### src/hw/rtl/srpg_pkg.sv
// Shared types and constants for the stepper ramp pulse generator.
// No dependencies.
package srpg_pkg;

  localparam int SPEED_W = 16;
  localparam int REQ_W   = 17;
  localparam int TICKS_PER_SECOND_DEF = 1000000;

  localparam logic [SPEED_W-1:0] TARGET_SPEED_RST = 16'd1200;
  localparam logic [SPEED_W-1:0] START_SPEED_RST  = 16'd100;
  localparam logic [SPEED_W-1:0] ACCEL_INC_RST    = 16'd20;
  localparam logic [SPEED_W-1:0] DECEL_DEC_RST    = 16'd50;

  typedef enum logic [2:0] {
    MODE_STOPPED = 3'd0,
    MODE_ACCEL   = 3'd1,
    MODE_RUN     = 3'd2,
    MODE_DECEL   = 3'd3,
    MODE_DIRECT  = 3'd4
  } mode_t;

  typedef enum logic [2:0] {
    OP_TICK  = 3'd0,
    OP_RAMP  = 3'd1,
    OP_START = 3'd2,
    OP_STOP  = 3'd3,
    OP_SET   = 3'd4
  } op_t;

  typedef enum logic [1:0] {
    REG_TARGET = 2'd0,
    REG_START  = 2'd1,
    REG_ACCEL  = 2'd2,
    REG_DECEL  = 2'd3
  } cfg_reg_t;

  typedef enum logic [1:0] {
    S_IDLE,
    S_DIV,
    S_EMIT
  } state_t;

endpackage

### src/hw/rtl/stepper_ramp_pulse_generator.sv
// Flow: accept leads straight to S_EMIT when no half period is recomputed or the new speed
// is zero; when a nonzero speed needs a new half period, S_DIV runs first and forms
// DW = clog2(TICKS_PER_SECOND+1) quotient bits, one quotient bit a cycle; S_EMIT then
// registers the result and raises out_valid once the output is free. One item at a time:
// the next item is accepted back in S_IDLE, later while a result waits on out_ready.
// Reset: synchronous, active high; defaults, driver off. Uses srpg_pkg.
module stepper_ramp_pulse_generator
  import srpg_pkg::*;
#(
  parameter int TICKS_PER_SECOND = TICKS_PER_SECOND_DEF
) (
  input  logic                clk,
  input  logic                rst,
  input  logic                in_valid,
  output logic                in_ready,
  input  logic [2:0]          op,
  input  logic [REQ_W-1:0]    requested_speed,
  output logic                out_valid,
  input  logic                out_ready,
  output logic [2:0]          mode,
  output logic [SPEED_W-1:0]  speed,
  output logic                step_out,
  output logic                driver_enable_n,
  input  logic                cfg_valid,
  output logic                cfg_ready,
  input  logic [1:0]          cfg_index,
  input  logic [SPEED_W-1:0]  cfg_data
);

  localparam int DW    = $clog2(TICKS_PER_SECOND + 1);
  localparam int HP_W  = $clog2(TICKS_PER_SECOND / 2 + 1);
  localparam int CNT_W = $clog2(DW);
  localparam int DEN_W = SPEED_W + 1;
  localparam logic [CNT_W-1:0] DIV_LAST = CNT_W'(DW - 1);
  localparam logic [DW-1:0]    TPS_VEC  = DW'(TICKS_PER_SECOND);

  state_t state, state_next;

  logic [SPEED_W-1:0] target_speed, start_speed, accel_inc, decel_dec;

  mode_t              motor_mode, motor_mode_next;
  logic [SPEED_W-1:0] cur_speed, cur_speed_next;
  logic [HP_W-1:0]    half_period, half_period_next;
  logic [HP_W-1:0]    tick_count, tick_count_next;
  logic               step_level, step_level_next;
  logic               pulse_active, pulse_active_next;
  logic               driver_disabled, driver_disabled_next;

  logic [DEN_W-1:0]   div_rem, div_den;
  logic [DW-1:0]      div_quo;
  logic [CNT_W-1:0]   div_cnt;
  logic               div_go;

  logic [DEN_W:0]     rem_sh, rem_diff;
  logic               rem_ge;
  logic [DEN_W-1:0]   rem_step;
  logic [DW-1:0]      quo_step;
  logic               div_done;
  logic               accept, emit;

  assign accept    = in_valid && in_ready;
  assign emit      = (state == S_EMIT) && (!out_valid || out_ready);
  assign div_done  = (state == S_DIV) && (div_cnt == '0);
  assign cfg_ready = !rst;

  // restoring divide step
  assign rem_sh   = {div_rem, div_quo[DW-1]};
  assign rem_diff = rem_sh - {1'b0, div_den};
  assign rem_ge   = (rem_sh >= {1'b0, div_den});
  assign rem_step = rem_ge ? rem_diff[DEN_W-1:0] : rem_sh[DEN_W-1:0];
  assign quo_step = {div_quo[DW-2:0], rem_ge};

  always_comb begin
    state_next = state;
    unique case (state)
      S_IDLE: begin
        if (accept) begin
          state_next = div_go ? S_DIV : S_EMIT;
        end
      end
      S_DIV: begin
        if (div_cnt == '0) begin
          state_next = S_EMIT;
        end
      end
      S_EMIT: begin
        if (!out_valid || out_ready) begin
          state_next = S_IDLE;
        end
      end
      default: state_next = S_IDLE;
    endcase
  end

  always_comb begin
    in_ready = 1'b0;
    unique case (state)
      S_IDLE:  in_ready = !rst;
      S_DIV:   in_ready = 1'b0;
      S_EMIT:  in_ready = 1'b0;
      default: in_ready = 1'b0;
    endcase
  end

  always_comb begin
    logic              retime;
    logic              stop_all;
    logic [SPEED_W:0]  acc_sum;
    logic [HP_W-1:0]   tick_inc;
    logic [SPEED_W-1:0] req;
    logic              upd;

    motor_mode_next      = motor_mode;
    cur_speed_next       = cur_speed;
    half_period_next     = half_period;
    tick_count_next      = tick_count;
    step_level_next      = step_level;
    pulse_active_next    = pulse_active;
    driver_disabled_next = driver_disabled;
    div_go   = 1'b0;
    retime   = 1'b0;
    stop_all = 1'b0;
    acc_sum  = {1'b0, cur_speed} + {1'b0, accel_inc};
    tick_inc = tick_count + 1'b1;
    req      = requested_speed[REQ_W-1] ? '0 : requested_speed[SPEED_W-1:0];
    upd      = (req != cur_speed) ||
               ((req != '0) && (motor_mode == MODE_STOPPED)) ||
               ((req == '0) && (motor_mode != MODE_STOPPED));

    if (accept) begin
      unique case (op_t'(op))
        OP_TICK: begin
          if (pulse_active) begin
            if (tick_inc >= half_period) begin
              tick_count_next = '0;
              step_level_next = ~step_level;
            end else begin
              tick_count_next = tick_inc;
            end
          end
        end
        OP_RAMP: begin
          unique case (motor_mode)
            MODE_ACCEL: begin
              if (cur_speed < target_speed) begin
                cur_speed_next = (acc_sum > {1'b0, target_speed}) ?
                                 target_speed : acc_sum[SPEED_W-1:0];
                retime = 1'b1;
              end else begin
                motor_mode_next = MODE_RUN;
                if (cur_speed != target_speed) begin
                  cur_speed_next = target_speed;
                  retime = 1'b1;
                end
              end
            end
            MODE_DECEL: begin
              if (cur_speed != '0 && decel_dec < cur_speed) begin
                cur_speed_next = cur_speed - decel_dec;
                retime = 1'b1;
              end else begin
                stop_all = 1'b1;
              end
            end
            MODE_STOPPED: begin
              if (!driver_disabled || pulse_active) begin
                driver_disabled_next = 1'b1;
                pulse_active_next    = 1'b0;
                tick_count_next      = '0;
                step_level_next      = 1'b0;
              end
            end
            default: ;
          endcase
        end
        OP_START: begin
          if (motor_mode == MODE_STOPPED) begin
            motor_mode_next      = MODE_ACCEL;
            cur_speed_next       = start_speed;
            driver_disabled_next = 1'b0;
            retime = 1'b1;
          end
        end
        OP_STOP: begin
          if (motor_mode == MODE_RUN || motor_mode == MODE_ACCEL) begin
            motor_mode_next = MODE_DECEL;
          end else if (motor_mode == MODE_DIRECT) begin
            stop_all = 1'b1;
          end
        end
        OP_SET: begin
          if (upd) begin
            cur_speed_next = req;
            if (req != '0) begin
              if (motor_mode == MODE_STOPPED) begin
                driver_disabled_next = 1'b0;
              end
              motor_mode_next = MODE_DIRECT;
              retime = 1'b1;
            end else if (motor_mode != MODE_STOPPED) begin
              stop_all = 1'b1;
            end
          end
        end
        default: ;
      endcase

      if (stop_all) begin
        motor_mode_next      = MODE_STOPPED;
        cur_speed_next       = '0;
        pulse_active_next    = 1'b0;
        tick_count_next      = '0;
        step_level_next      = 1'b0;
        driver_disabled_next = 1'b1;
      end

      if (retime) begin
        tick_count_next = '0;
        if (cur_speed_next == '0) begin
          half_period_next  = '0;
          pulse_active_next = 1'b0;
          step_level_next   = 1'b0;
        end else begin
          div_go = 1'b1;
        end
      end
    end

    if (div_done) begin
      half_period_next = quo_step[HP_W-1:0];
      if (quo_step == '0) begin
        pulse_active_next = 1'b0;
        step_level_next   = 1'b0;
      end else begin
        pulse_active_next = 1'b1;
      end
    end
  end

  always_ff @(posedge clk) begin
    if (rst) begin
      state           <= S_IDLE;
      target_speed    <= TARGET_SPEED_RST;
      start_speed     <= START_SPEED_RST;
      accel_inc       <= ACCEL_INC_RST;
      decel_dec       <= DECEL_DEC_RST;
      motor_mode      <= MODE_STOPPED;
      cur_speed       <= '0;
      half_period     <= '0;
      tick_count      <= '0;
      step_level      <= 1'b0;
      pulse_active    <= 1'b0;
      driver_disabled <= 1'b1;
      out_valid       <= 1'b0;
    end else begin
      state           <= state_next;
      motor_mode      <= motor_mode_next;
      cur_speed       <= cur_speed_next;
      half_period     <= half_period_next;
      tick_count      <= tick_count_next;
      step_level      <= step_level_next;
      pulse_active    <= pulse_active_next;
      driver_disabled <= driver_disabled_next;
      if (cfg_valid && cfg_ready) begin
        unique case (cfg_reg_t'(cfg_index))
          REG_TARGET: target_speed <= cfg_data;
          REG_START:  start_speed  <= cfg_data;
          REG_ACCEL:  accel_inc    <= cfg_data;
          REG_DECEL:  decel_dec    <= cfg_data;
          default: ;
        endcase
      end
      if (emit) begin
        out_valid <= 1'b1;
      end else if (out_ready) begin
        out_valid <= 1'b0;
      end
    end
  end

  always_ff @(posedge clk) begin
    if (div_go) begin
      div_rem <= '0;
      div_quo <= TPS_VEC;
      div_den <= {cur_speed_next, 1'b0};
      div_cnt <= DIV_LAST;
    end else if (state == S_DIV) begin
      div_rem <= rem_step;
      div_quo <= quo_step;
      div_cnt <= div_cnt - 1'b1;
    end
    if (emit) begin
      mode            <= motor_mode;
      speed           <= cur_speed;
      step_out        <= step_level;
      driver_enable_n <= driver_disabled;
    end
  end

endmodule

### config.mk
export PLATFORM = sky130hd
export DESIGN_NAME = stepper_ramp_pulse_generator
export DESIGN_NICKNAME = d
export VERILOG_FILES = /design/src/hw/rtl/srpg_pkg.sv /design/src/hw/rtl/stepper_ramp_pulse_generator.sv
export SDC_FILE = /design/constraint.sdc
export NUM_CORES = 1
export LEC_CHECK = 0
export BUFFER_PORTS_ARGS = -buffer_cell sky130_fd_sc_hd__buf_2
export CORE_ASPECT_RATIO = 1.2
export CORE_MARGIN = 3
export CORE_UTILIZATION = 42
export DETAILED_ROUTE_END_ITERATION = 10
export SYNTH_ARGS = -nofsm -noshare
export SYNTH_HDL_FRONTEND = slang
export SYNTH_SLANG_ARGS = --single-unit
### constraint.sdc
create_clock -name clk -period 6.77 [get_ports clk]
set_input_delay 1.0155 -clock clk [delete_from_list [all_inputs] [get_ports clk]]
set_output_delay 1.0155 -clock clk [all_outputs]
set_load 0.01 [all_outputs]
### Word-level counts from Yosys, hierarchy flattened

Cells that the tools add are included.

* add/sub/neg operators: 5
* $lt $le $gt $ge: 5
* equal/unequal tests: 29
* multiplexer cells: 88
* bitwise gates (word level): 1
* reduce and logical (&&, ||, !) cells: 42

Operator list (count)
* 19-bit 2-to-1 mux: 10
* 16-bit 2-to-1 mux: 10
* 16-bit one-hot mux with 3 select lines: 1
* 1-bit 2-to-1 mux: 46
* 19-bit one-hot mux with 2 select lines: 1
* 16-bit logical NOT: 2
* 16-bit less-than comparator: 2
* 16-bit inequality test: 2
* 16-bit one-hot mux with 2 select lines: 1
* 16-bit nonzero test: 2
* 3-bit inequality test (second input constant): 8
* 3-bit 2-to-1 mux: 7
* 20-bit logical NOT: 1
* 19-bit by 1-bit adder with 19-bit output (second input constant): 1
* 19-bit >= comparator: 1
* 18-bit by 17-bit >= comparator with 1-bit output: 1
* 16-bit by 16-bit adder with 17-bit output: 1
* 17-bit by 16-bit > comparator with 1-bit output: 1
* 17-bit 2-to-1 mux: 1
* 17-bit subtractor: 1
* 16-bit subtractor: 1
* 3-bit by 2-bit equality test with 1-bit output (second input constant): 4
* 4-bit inequality test (second input constant): 3
* 3-bit one-hot mux with 4 select lines: 1
* other kinds (27): 61

* flip-flop bits (word level): 206
* bits of input ports: 43
* word-level logic and storage cells: 191

### Logic depth before layout (Yosys ltp)

Gate-level depths: netlist of run 1.

* depth in word-level cells: 17
* gate-level depth with buffers: 22
* gate-level depth less buffers: 20

### Worst setup path after synthesis of run 1

No wires, ideal clock.

* path kind: register -> register
* start point: register cur_speed[1]
* end point: register div_den[10], enable pin
* data arrival time: 5015 ps
* slack: 1483 ps
* stages on the path, launching flop included: 22
* path buffers: 2
* cell sequence: dfxtp_1 -> clkbuf_1 -> inv_1 -> fa_1 -> nand2b_1 -> a21oi_1 -> o21bai_1 -> mux2i_1 -> nor3b_1 -> ha_1 -> a211oi_1 -> o21ai_0 -> a211o_1 -> o21a_1 -> nor2_2 -> mux2i_1 -> a21oi_1 -> a211o_1 -> a2111o_1 -> o31ai_4 -> buf_2 -> inv_2

* word-level cells in the longest chain between the ends: 12
* elaborated cells between the ends (all ways): 37
* those cells by class: add/sub (2); order compare (3); eq/ne (2); mux (25); reduce/logical (5)

RTL lines
* start: declaration: line stepper_ramp_pulse_generator.sv:42 `logic [SPEED_W-1:0] cur_speed, cur_speed_next;`
* start signal: assignment: line stepper_ramp_pulse_generator.sv:258 `cur_speed <= cur_speed_next;`
* 16-bit by 16-bit adder with 17-bit output (tied with other cells): line stepper_ramp_pulse_generator.sv:123 `acc_sum = {1'b0, cur_speed} + {1'b0, accel_inc};`
* 17-bit by 16-bit > comparator with 1-bit output (tied with other cells): line stepper_ramp_pulse_generator.sv:146 `cur_speed_next = (acc_sum > {1'b0, target_speed}) ?`
* 16-bit 2-to-1 mux (tied with other cells): line stepper_ramp_pulse_generator.sv:146
* 16-bit 2-to-1 mux (tied with other cells): line stepper_ramp_pulse_generator.sv:145 `if (cur_speed < target_speed) begin`
* 16-bit one-hot mux with 2 select lines or 1-bit one-hot mux with 3 select lines (tied branches): line stepper_ramp_pulse_generator.sv:143, stepper_ramp_pulse_generator.sv:131
* 16-bit one-hot mux with 3 select lines or 1-bit 2-to-1 mux (tied branches): line stepper_ramp_pulse_generator.sv:131, stepper_ramp_pulse_generator.sv:130
* 16-bit 2-to-1 mux: line stepper_ramp_pulse_generator.sv:208 `if (stop_all) begin`
* 16-bit 2-to-1 mux: line stepper_ramp_pulse_generator.sv:130 `if (accept) begin`
* 16-bit logical NOT: line stepper_ramp_pulse_generator.sv:219 `if (cur_speed_next == '0) begin`
* 1-bit 2-to-1 mux: line stepper_ramp_pulse_generator.sv:219
* 1-bit 2-to-1 mux *: line stepper_ramp_pulse_generator.sv:217 `if (retime) begin`
* 1-bit 2-to-1 mux *: line stepper_ramp_pulse_generator.sv:130
* via div_go: line stepper_ramp_pulse_generator.sv:52 `logic div_go;`
* end signal: assignment: line stepper_ramp_pulse_generator.sv:285 `div_den <= {cur_speed_next, 1'b0};`
* end: declaration: line stepper_ramp_pulse_generator.sv:49 `logic [DEN_W-1:0] div_rem, div_den;`

Mark *: on every way through the listed nets, which the timed path passes. The rest lies on a longest branch. The select of a mux whose other input is x is not followed.
A chain may end at the register's enable or synchronous reset.

### Worst setup path after layout of run 1

* start point: register accel_inc[0]
* end point: register div_quo[5]

* word-level cells in the longest chain between the ends: 12

RTL lines
* start: declaration: line stepper_ramp_pulse_generator.sv:39 `logic [SPEED_W-1:0] target_speed, start_speed, accel_inc, decel_dec;`
* start signal: assignment: line stepper_ramp_pulse_generator.sv:268 `REG_ACCEL: accel_inc <= cfg_data;`
* 16-bit by 16-bit adder with 17-bit output *: line stepper_ramp_pulse_generator.sv:123
* 17-bit by 16-bit > comparator with 1-bit output: line stepper_ramp_pulse_generator.sv:146
* 16-bit 2-to-1 mux *: line stepper_ramp_pulse_generator.sv:146
* 16-bit 2-to-1 mux *: line stepper_ramp_pulse_generator.sv:145
* 16-bit one-hot mux with 2 select lines *: line stepper_ramp_pulse_generator.sv:143 `unique case (motor_mode)`
* 16-bit one-hot mux with 3 select lines *: line stepper_ramp_pulse_generator.sv:131 `unique case (op_t'(op))`
* 16-bit 2-to-1 mux *: line stepper_ramp_pulse_generator.sv:208
* 16-bit 2-to-1 mux *: line stepper_ramp_pulse_generator.sv:130
* 16-bit logical NOT *: line stepper_ramp_pulse_generator.sv:219
* 1-bit 2-to-1 mux *: line stepper_ramp_pulse_generator.sv:219
* 1-bit 2-to-1 mux *: line stepper_ramp_pulse_generator.sv:217
* 1-bit 2-to-1 mux *: line stepper_ramp_pulse_generator.sv:130
* end signal: assignment: line stepper_ramp_pulse_generator.sv:289 `div_quo <= quo_step;`
* end: declaration: line stepper_ramp_pulse_generator.sv:50 `logic [DW-1:0] div_quo;`

Mark *: on every way between the ends. The rest lies on a longest branch, timed or not. The select of a mux whose other input is x is not followed.

==> flow_metrics.py, run 1 <==
metrics = {
    "run_status": {
        "status": "finished, final reports clean",
    },
    "power": {
        "peakVddDrop_v": 0.0001940,
        "power_mw": 3.861,
        "p_per_area_mw_per_mm2": 245.4,
        "p_leak_nw": 6.218,
    },
    "setup_path": {
        "startpoint_type": "register",
        "critPathMaxFanout": 22,
        "crit_buf_inv": 2,
        "criticalPathCategory": "reg2reg",
        "max_stage_delay_ps": 630,
        "crit_chain": "ha_1 > inv_1 > fa_1 > nand2b_1 > a21oi_1 > o21bai_1 > mux2i_1 > nor3b_1 > ha_1 > a211oi_1 > o21ai_0 > a211o_1 > o21ai_1 > nand2_1 > o311ai_0 > a211o_1 > and4_1 > nand4b_1 > o31ai_4 > buf_4 > a21boi_1",
        "critPathArrivalTime_ps": 6310,
        "crit_required_ps": 7250,
        "worstSetupEndpointType": "register",
        "r2r-start": "accel_inc[0]",
        "path_delay_family": "compound AO/OA/AOI/OAI gates",
        "cpMaxStageDelayCell": "o311ai_0",
        "cp-startpoint": "accel_inc[0]",
    },
    "placement": {
        "post-dp-hpwl_um": 36670,
        "placed_cells": 2243,
        "place_area_mm2": 0.01494,
        "place_congestion": 0.9779,
        "portBuffers": 66,
    },
    "route": {
        "vias_per_cell": 5.971,
        "met3_length_um": 2786,
        "vias": 13649,
        "routed.top_layer": "met5",
        "wl_met1_um": 20230,
        "drc": 0,
        "routed_wl_um": 49060,
        "ant_nets": 0,
        "dr.pass1.iters": 5,
        "drtIter0Drc": 1137,
        "post_drt_wl_per_cell_um": 21.46,
        "route.met2.wl_um": 23440,
    },
    "yosys": {
        "synthArstFlopShare_pct": 0,
        "synth_area_leaders": "dfxtp_1 (24%), ha_1 (8.9%), nand2_1 (8.1%)",
        "synth_enable_flop_cells": 37,
        "synth_cell_types": 85,
        "post-synth-top-count-cell": "nand2_1",
        "synth.top_cell.area_share_pct": 23.83,
        "postSynthCellCount": 1802,
        "synth_flop_cell": "dfxtp_1",
        "synth_nets": 1949,
        "synth_top_area_cell": "dfxtp_1",
        "syn_avg_cell_area_um2": 7.879,
        "synth-seq-cells": 206,
        "ys_seq_area_share_pct": 31.65,
        "synth_commonest_cells": "nand2_1 (307), dfxtp_1 (169), a21oi_1 (153), nor2_1 (116), ha_1 (101)",
        "synth_area_mm2": 0.01420,
        "ys_warn_count": 0,
    },
    "timing": {
        "fmax_mhz": 171.5,
        "rsz0062_at_grt": "no",
        "tightest_slew_ps": 1295,
        "setup_viol": 0,
        "whs_ps": 456.9,
        "finalMaxSlewViolations": 0,
        "period_needed_ps": 5832,
        "hold_viol_final": 0,
        "finalClockSkew_ps": 15.63,
        "slew_headroom_pct": 13.38,
        "setup_tns_ps": 0,
        "post-route-period-util_pct": 86.14,
    },
    "run": {
        "cap_violations": 0,
    },
    "clock_network": {
        "numCtsBuffers": 24,
        "postCtsSetupBuffers": 0,
        "cts.sinks": 206,
        "cts_buffer_depth": 3,
        "htreeDepth": 1,
        "cts_tree": "yes",
        "root_buffer": "clkbuf_16",
        "cts.repair.resized": 0,
        "clk_pin_slew_ps": 60,
        "ctsHoldBuffers": 0,
        "insertion_delay_ps": 550,
    },
    "global_route": {
        "antenna_found_initial": 1,
        "grt_use_total_pct": 26.32,
        "grt_pass1_wl_um": 75510,
        "grt_pass1_vias": 13047,
        "grt_start_max_net_pins": 62,
        "gr-total-overflow": 0,
    },
    "floorplanning": {
        "io_pins": 67,
        "row_count": 73,
        "fp.dieH_um": 207.4,
        "die_area_mm2": 0.03606,
        "core_mm2": 0.03325,
        "die_width_um": 173.8,
        "start_util_pct": 42.71,
    },
    "final_layout": {
        "final_area_mm2": 0.01573,
        "fill_cells": 3408,
        "stdcell_count": 2286,
        "finalNetCount": 1966,
        "drive_above_1_share_pct": 9.586,
        "diodes": 0,
        "area_delta_synth_final_pct": 10.80,
    },
    "hold_path": {
        "min_from": "decel_dec[2]",
        "hold_path.class": "reg2reg",
    },
}
==> routing by layer <==
metal / GRT usage [%] / up-vias
li1: - / 6555
met4: 12.79 / 2
met2: 44.74 / 454
met3: 3.293 / 140
met1: 32.94 / 6498
met5: 0 / -
==> sequential cells by signal (all words and copies together) (netlist names), 3 cells and up <==
name          flops
div_den          16
half_period      19
start_speed      16
motor_mode        3
speed            16
tick_count       19
div_cnt           5
cur_speed        16
accel_inc        16
decel_dec        16
div_rem          17
mode              3
target_speed     16
div_quo          20
==> metrics by stage <==
stage / setup WS, ps / util [%]
floorplan: 1483 / -
global placement: 1117 / 44.93
detailed placement: 1015 / 44.93
CTS: 972.8 / 47.32
global route: 471.8 / 47.32
finish: 938.1 / 47.32
==> final cells by class <==
cell class / count / area (um^2) / share of cell area (%)
multi-input combinational: 1387 / 8895 / 56.54
timing repair buffer: 107 / 638.1 / 4.056
inverter: 93 / 349.1 / 2.219
sequential: 206 / 4494 / 28.57
clock buffer: 35 / 681.9 / 4.334
clock inverter: 8 / 111.4 / 0.7078
tap: 450 / 563.0 / 3.579
==> worst paths after layout <==
path / to / slack, ps / cells after the start
max: div_quo[5] / 940 / 21
min: decel_dec[2] / 460 / 2
max reg2reg: div_quo[5] / 940 / 21
min reg2reg: decel_dec[2] / 460 / 2
==> placed cells by master (no fill, tap or decap), types with 23 or more instances in the layout <==
master,instances
and2_1,24
dfxtp_1,169
buf_4,41
mux2i_1,25
edfxtp_1,37
o31ai_1,27
ha_1,101
buf_2,66
a32oi_1,23
inv_1,91
xor2_1,24
nand2_1,307
o21ai_0,72
nand3_1,49
clkbuf_16,24
xnor2_1,36
nor2_1,115
o211ai_1,30
a21oi_1,153
==> where the power goes <==
part / switching, mW / leakage (nW) / internal (mW)
clock: 0.539 / 0.385 / 0.778
combinational: 0.613 / 4.11 / 0.393
sequential: 0.142 / 1.72 / 1.40
==> logic make-up (layout without fill, tap and decap cells) <==
family                     after synthesis  count (layout)  synth area share [%]
adders and majority gates              104             104                 9.323
AOI/OAI and AO/OA                      523             523                 24.94
and+or+nand+nor                        671             671                 22.49
buffers and inverters                  209             243                 5.816
muxes                                   29              29                 2.080
xor gates and xnor gates                60              60                 3.701
DFF                                    206             206                 31.65
==> worst min-delay path, cell delays in order (launching register included) <==
cell and delay (ps):
dfxtp_1 310, nand2_1 50, a21oi_1 50
(Power assumes the default switching activity.)
==> run 2, diff against run 1 <==
CTS_BUF_LIST = sky130_fd_sc_hd__clkbuf_8   (was not set)
==> run 2 against run 1 <==
Sequential power barely moved. Cell count rose by 1.0%. Power is 5.3% lower. Worst hold slack worse by 1.8 ps.
==> flow_metrics.py, run 2 (synthesis results as in run 1) <==
metrics = {
    "clock_network": {
        "numCtsBuffers": 37,
        "cts.repair.resized": 0,
        "cts.sinks": 206,
        "cts_tree": "yes",
        "ctsHoldBuffers": 0,
        "insertion_delay_ps": 570,
        "postCtsSetupBuffers": 0,
        "cts_buffer_depth": 3,
        "clk_pin_slew_ps": 60,
        "htreeDepth": 2,
        "root_buffer": "clkbuf_8",
    },
    "timing": {
        "rsz0062_at_grt": "no",
        "tightest_slew_ps": 1246,
        "fmax_mhz": 170.8,
        "finalClockSkew_ps": 26.20,
        "slew_headroom_pct": 16.63,
        "post-route-period-util_pct": 86.47,
        "finalMaxSlewViolations": 0,
        "hold_viol_final": 0,
        "setup_viol": 0,
        "period_needed_ps": 5854,
        "setup_tns_ps": 0,
    },
    "final_layout": {
        "seqCellArea_mm2": 0.004494,
        "drive_above_1_share_pct": 10.06,
        "multiInputGateArea_mm2": 0.008895,
        "fill_cells": 3445,
        "largest_reg_flops": 20,
        "reg_top3": "div_quo: 20 flops, half_period: 19 flops, tick_count: 19 flops",
        "diodes": 0,
        "mostFrequentLayoutCells": "nand2_1 (307), dfxtp_1 (169), a21oi_1 (153), nor2_1 (115), inv_1 (110)",
        "stdcell_count": 2309,
        "final_common_cell": "nand2_1",
        "area_delta_synth_final_pct": 10.06,
        "regMostFlops": "div_quo",
        "final_area_mm2": 0.01563,
        "finalNetCount": 1979,
    },
    "setup_path": {
        "path_delay_family": "compound AO/OA/AOI/OAI gates",
        "crit_required_ps": 7260,
        "crit_chain": "buf_4 > inv_1 > fa_1 > nand2b_1 > a21oi_1 > o21bai_1 > mux2i_1 > nor3b_1 > ha_1 > a211oi_1 > o21ai_0 > a211o_1 > o21ai_1 > nand2_1 > o311ai_0 > a211o_1 > and4_1 > nand4b_1 > o31ai_4 > buf_4 > a21boi_1",
        "max_stage_delay_ps": 650,
        "crit_buf_inv": 3,
        "critPathArrivalTime_ps": 6340,
        "startpoint_type": "register",
        "criticalPathCategory": "reg2reg",
        "cpMaxStageDelayCell": "o311ai_0",
        "worstSetupEndpointType": "register",
        "critPathMaxFanout": 22,
    },
    "global_route": {
        "gr-total-overflow": 0,
        "antenna_found_initial": 0,
        "grt_use_total_pct": 26.41,
        "grt_start_max_net_pins": 62,
        "grt_pass1_vias": 13114,
        "grt_pass1_wl_um": 75710,
    },
    "placement": {
        "placed_cells": 2243,
        "place_area_mm2": 0.01494,
        "portBuffers": 66,
        "place_congestion": 0.9779,
        "post-dp-hpwl_um": 36670,
    },
    "power": {
        "p_per_area_mw_per_mm2": 234.0,
        "peakVddDrop_v": 0.0001345,
        "p_leak_nw": 6.252,
    },
    "floorplanning": {
        "io_pins": 67,
        "fp.dieH_um": 207.4,
        "start_util_pct": 42.71,
        "core_mm2": 0.03325,
        "die_width_um": 173.8,
        "die_area_mm2": 0.03606,
        "row_count": 73,
    },
    "route": {
        "routed_wl_um": 48900,
        "vias": 13714,
        "drc": 0,
        "ant_nets": 0,
        "vias_per_cell": 5.939,
        "drtIter0Drc": 1161,
        "dr.pass1.iters": 5,
        "post_drt_wl_per_cell_um": 21.18,
    },
    "run": {
        "cap_violations": 0,
    },
    "hold_path": {
        "hold_path.class": "reg2reg",
    },
    "run_status": {
        "status": "finished, final reports clean",
    },
}
==> run 2: worst register-to-register path: stages, from the launching register on <==
cell      delay [ps]
dfxtp_1          330
buf_4            160
inv_1             60
fa_1             410
nand2b_1         170
a21oi_1          250
o21bai_1         190
mux2i_1          150
nor3b_1          380
ha_1             330
a211oi_1         190
o21ai_0          110
a211o_1          260
o21ai_1          260
nand2_1          340
o311ai_0         650
a211o_1          240
and4_1           200
nand4b_1         210
o31ai_4          400
buf_4            300
a21boi_1         190
==> run 2: layer usage <==
layer	track usage (%)	share of wire (%)	vias up
met2	44.74	48	469
met4	12.62	5.4	0
li1	-	-	6586
met1	32.87	41	6511
met3	3.970	5.5	148
met5	0	0	-
==> run 2: power breakdown <==
part / switching [mW] / leakage [nW] / internal, mW
clock: 0.540 / 0.418 / 0.577
combinational: 0.610 / 4.11 / 0.393
sequential: 0.140 / 1.72 / 1.40
total: 1.29 / 6.25 / 2.37
==> run 2: through the flow <==
step	setup slack (ps)	util, %	hold slack, ps	total power [mW]
2_1_floorplan	1483	-	406.4	2.260
3_3_place_gp	1117	44.93	444.6	2.540
3_5_place_dp	1015	44.93	447.8	2.557
4_1_cts	963.7	47.00	456.0	3.688
5_1_grt	454.0	47.00	481.8	3.882
6_report	916.0	47.00	455.1	3.657
==> run 2: path summary, 6_finish.rpt <==
path           startpoint            to  slack [ps]  depth (start not counted)
max          cur_speed[1]    div_quo[5]         920                         21
min          decel_dec[2]  decel_dec[2]         460                          2
max reg2reg  cur_speed[1]    div_quo[5]         920                         21
min reg2reg  decel_dec[2]  decel_dec[2]         460                          2
==> run 2: cell type report <==
| class | instances | share of cell area [%] |
|---|---|---|
| Clock inverter | 27 | 0.9688 |
| Sequential cell | 206 | 28.76 |
| Timing Repair Buffer | 107 | 4.083 |
| Clock buffer | 39 | 3.435 |
| Inverter | 93 | 2.234 |
| Tap cell | 450 | 3.603 |
| Multi-Input combinational cell | 1387 | 56.92 |
==> run 3, diff against run 2 <==
BUFFER_PORTS_ARGS = -buffer_cell sky130_fd_sc_hd__clkbuf_2   (was -buffer_cell sky130_fd_sc_hd__buf_2)
CORE_ASPECT_RATIO = not set   (was 1.2)
==> run 3 against run 2 <==
Power is 4.8% higher. Non-clock buffer count is 5 lower. Worst hold slack better by 2.7 ps. Die area hardly changed. Clock skew is 0.85 ps lower.
==> flow_metrics.py, run 3 (synthesis results as in run 1) <==
metrics = {
    "hold_path": {
        "hold_path.class": "reg2reg",
        "hold_depth": 2,
    },
    "route": {
        "vias": 13748,
        "post_drt_wl_per_cell_um": 21.39,
        "routed_wl_um": 49190,
        "dr.pass1.iters": 6,
        "drtIter0Drc": 1308,
        "drc": 0,
        "ant_nets": 0,
        "vias_per_cell": 5.977,
    },
    "global_route": {
        "antenna_found_initial": 0,
        "grt_start_max_net_pins": 76,
        "grt_pass1_wl_um": 74540,
        "grt_use_total_pct": 26.60,
        "gr-total-overflow": 0,
        "grt_pass1_vias": 12544,
    },
    "floorplanning": {
        "fp.dieH_um": 189.9,
        "row_count": 66,
        "core_mm2": 0.03295,
        "die_area_mm2": 0.03605,
        "start_util_pct": 43.09,
        "io_pins": 67,
        "die_width_um": 189.9,
    },
    "setup_path": {
        "worstSetupEndpointType": "register",
        "startpoint_type": "register",
        "r2r_cells": 21,
        "critPathArrivalTime_ps": 6540,
        "criticalPathCategory": "reg2reg",
        "critPathMaxFanout": 44,
        "crit_required_ps": 7270,
    },
    "clock_network": {
        "numCtsBuffers": 38,
        "cts_buffer_depth": 3,
        "cts_tree": "yes",
        "postCtsSetupBuffers": 0,
        "clk_pin_slew_ps": 60,
        "insertion_delay_ps": 560,
        "htreeDepth": 2,
        "ctsHoldBuffers": 0,
        "cts.repair.resized": 0,
        "cts.sinks": 206,
        "root_buffer": "clkbuf_8",
    },
    "run_status": {
        "status": "finished, final reports clean",
    },
    "timing": {
        "finalMaxSlewViolations": 0,
        "finalClockSkew_ps": 25.35,
        "setup_tns_ps": 0,
        "hold_viol_final": 0,
        "tightest_slew_ps": 1223,
        "period_needed_ps": 6037,
        "setup_viol": 0,
        "fmax_mhz": 165.6,
        "slew_headroom_pct": 18.03,
        "rsz0062_at_grt": "no",
        "post-route-period-util_pct": 89.17,
    },
    "placement": {
        "post-dp-hpwl_um": 36890,
        "place_congestion": 0.9613,
        "portBuffers": 66,
    },
    "power": {
        "p_leak_nw": 6.282,
        "peakVddDrop_v": 0.0002068,
        "p_per_area_mw_per_mm2": 243.8,
    },
    "final_layout": {
        "reg_top3": "div_quo: 20 flops, half_period: 19 flops, tick_count: 19 flops",
        "largest_reg_flops": 20,
        "finalNetCount": 1975,
        "regMostFlops": "div_quo",
        "diodes": 0,
        "fill_cells": 3261,
        "drive_above_1_share_pct": 10.50,
        "final_common_cell": "nand2_1",
        "final_core_util_pct": 47.69,
        "area_delta_synth_final_pct": 10.67,
        "mostFrequentLayoutCells": "nand2_1 (307), dfxtp_1 (169), a21oi_1 (153), nor2_1 (115)",
    },
    "run": {
        "cap_violations": 0,
    },
}
==> run 3: final timing paths <==
check	start	to	slack (ps)
max	cur_speed[0]	div_rem[14]	730
min	start_speed[0]	start_speed[0]	460
max reg2reg	cur_speed[0]	div_rem[14]	730
min reg2reg	start_speed[0]	start_speed[0]	460
==> run 3: final cells by class <==
| type | instances | area, um^2 | area share, % |
|---|---|---|---|
| Multi-Input combinational cell | 1387 | 8895 | 56.60 |
| Tap cell | 442 | 553.0 | 3.519 |
| Sequential cell | 206 | 4494 | 28.60 |
| Inverter | 93 | 349.1 | 2.222 |
| Timing Repair Buffer | 102 | 600.6 | 3.822 |
| Clock buffer | 45 | 619.3 | 3.941 |
| Clock inverter | 25 | 202.7 | 1.290 |
==> run 3: critical path, stage by stage (launching register included) <==
cell and delay (ps):
dfxtp_1 340, ha_1 190, inv_1 70, fa_1 400, nand2b_1 180, a21oi_1 230
o21bai_1 190, mux2i_1 150, nor3b_1 430, ha_1 350, a211oi_1 190, o21ai_0 120
a211o_1 250, o21ai_1 240, nand2_1 330, o311ai_1 420, o2bb2ai_1 140, a211o_1 330
a2111o_1 510, o31ai_4 220, buf_4 420, o221a_2 260
==> run 3: per-layer routing <==
layer | global-route usage (%) | wire length [um] | up-vias
met5 | 0 | 0 | -
met4 | 7.819 | 1329 | 0
met3 | 4.238 | 3915 | 83
met2 | 39.86 | 20870 | 527
met1 | 39.31 | 23080 | 6536
li1 | - | - | 6602
==> run 3: power by group <==
part	switching [mW]	internal (mW)
Sequential	0.145	1.40
Clock	0.551	0.728
Combinational	0.620	0.391
Total	1.32	2.51
==> run 3: per-stage QoR <==
stage / cell area, um^2 / setup slack, ps / instances / hold WS (ps) / total power [mW]
2_1_floorplan: 14200 / 1483 / 1802 / 406.4 / 2.260
3_3_place_gp: 14890 / 921.1 / 2230 / 437.4 / 2.537
3_5_place_dp: 14890 / 813.5 / 2230 / 449.6 / 2.556
4_1_cts: 15710 / 792.1 / 2300 / 457.9 / 3.851
5_1_grt: 15710 / 378.7 / 2300 / 482.0 / 4.039
6_report: 15710 / 733.0 / 2300 / 457.8 / 3.830
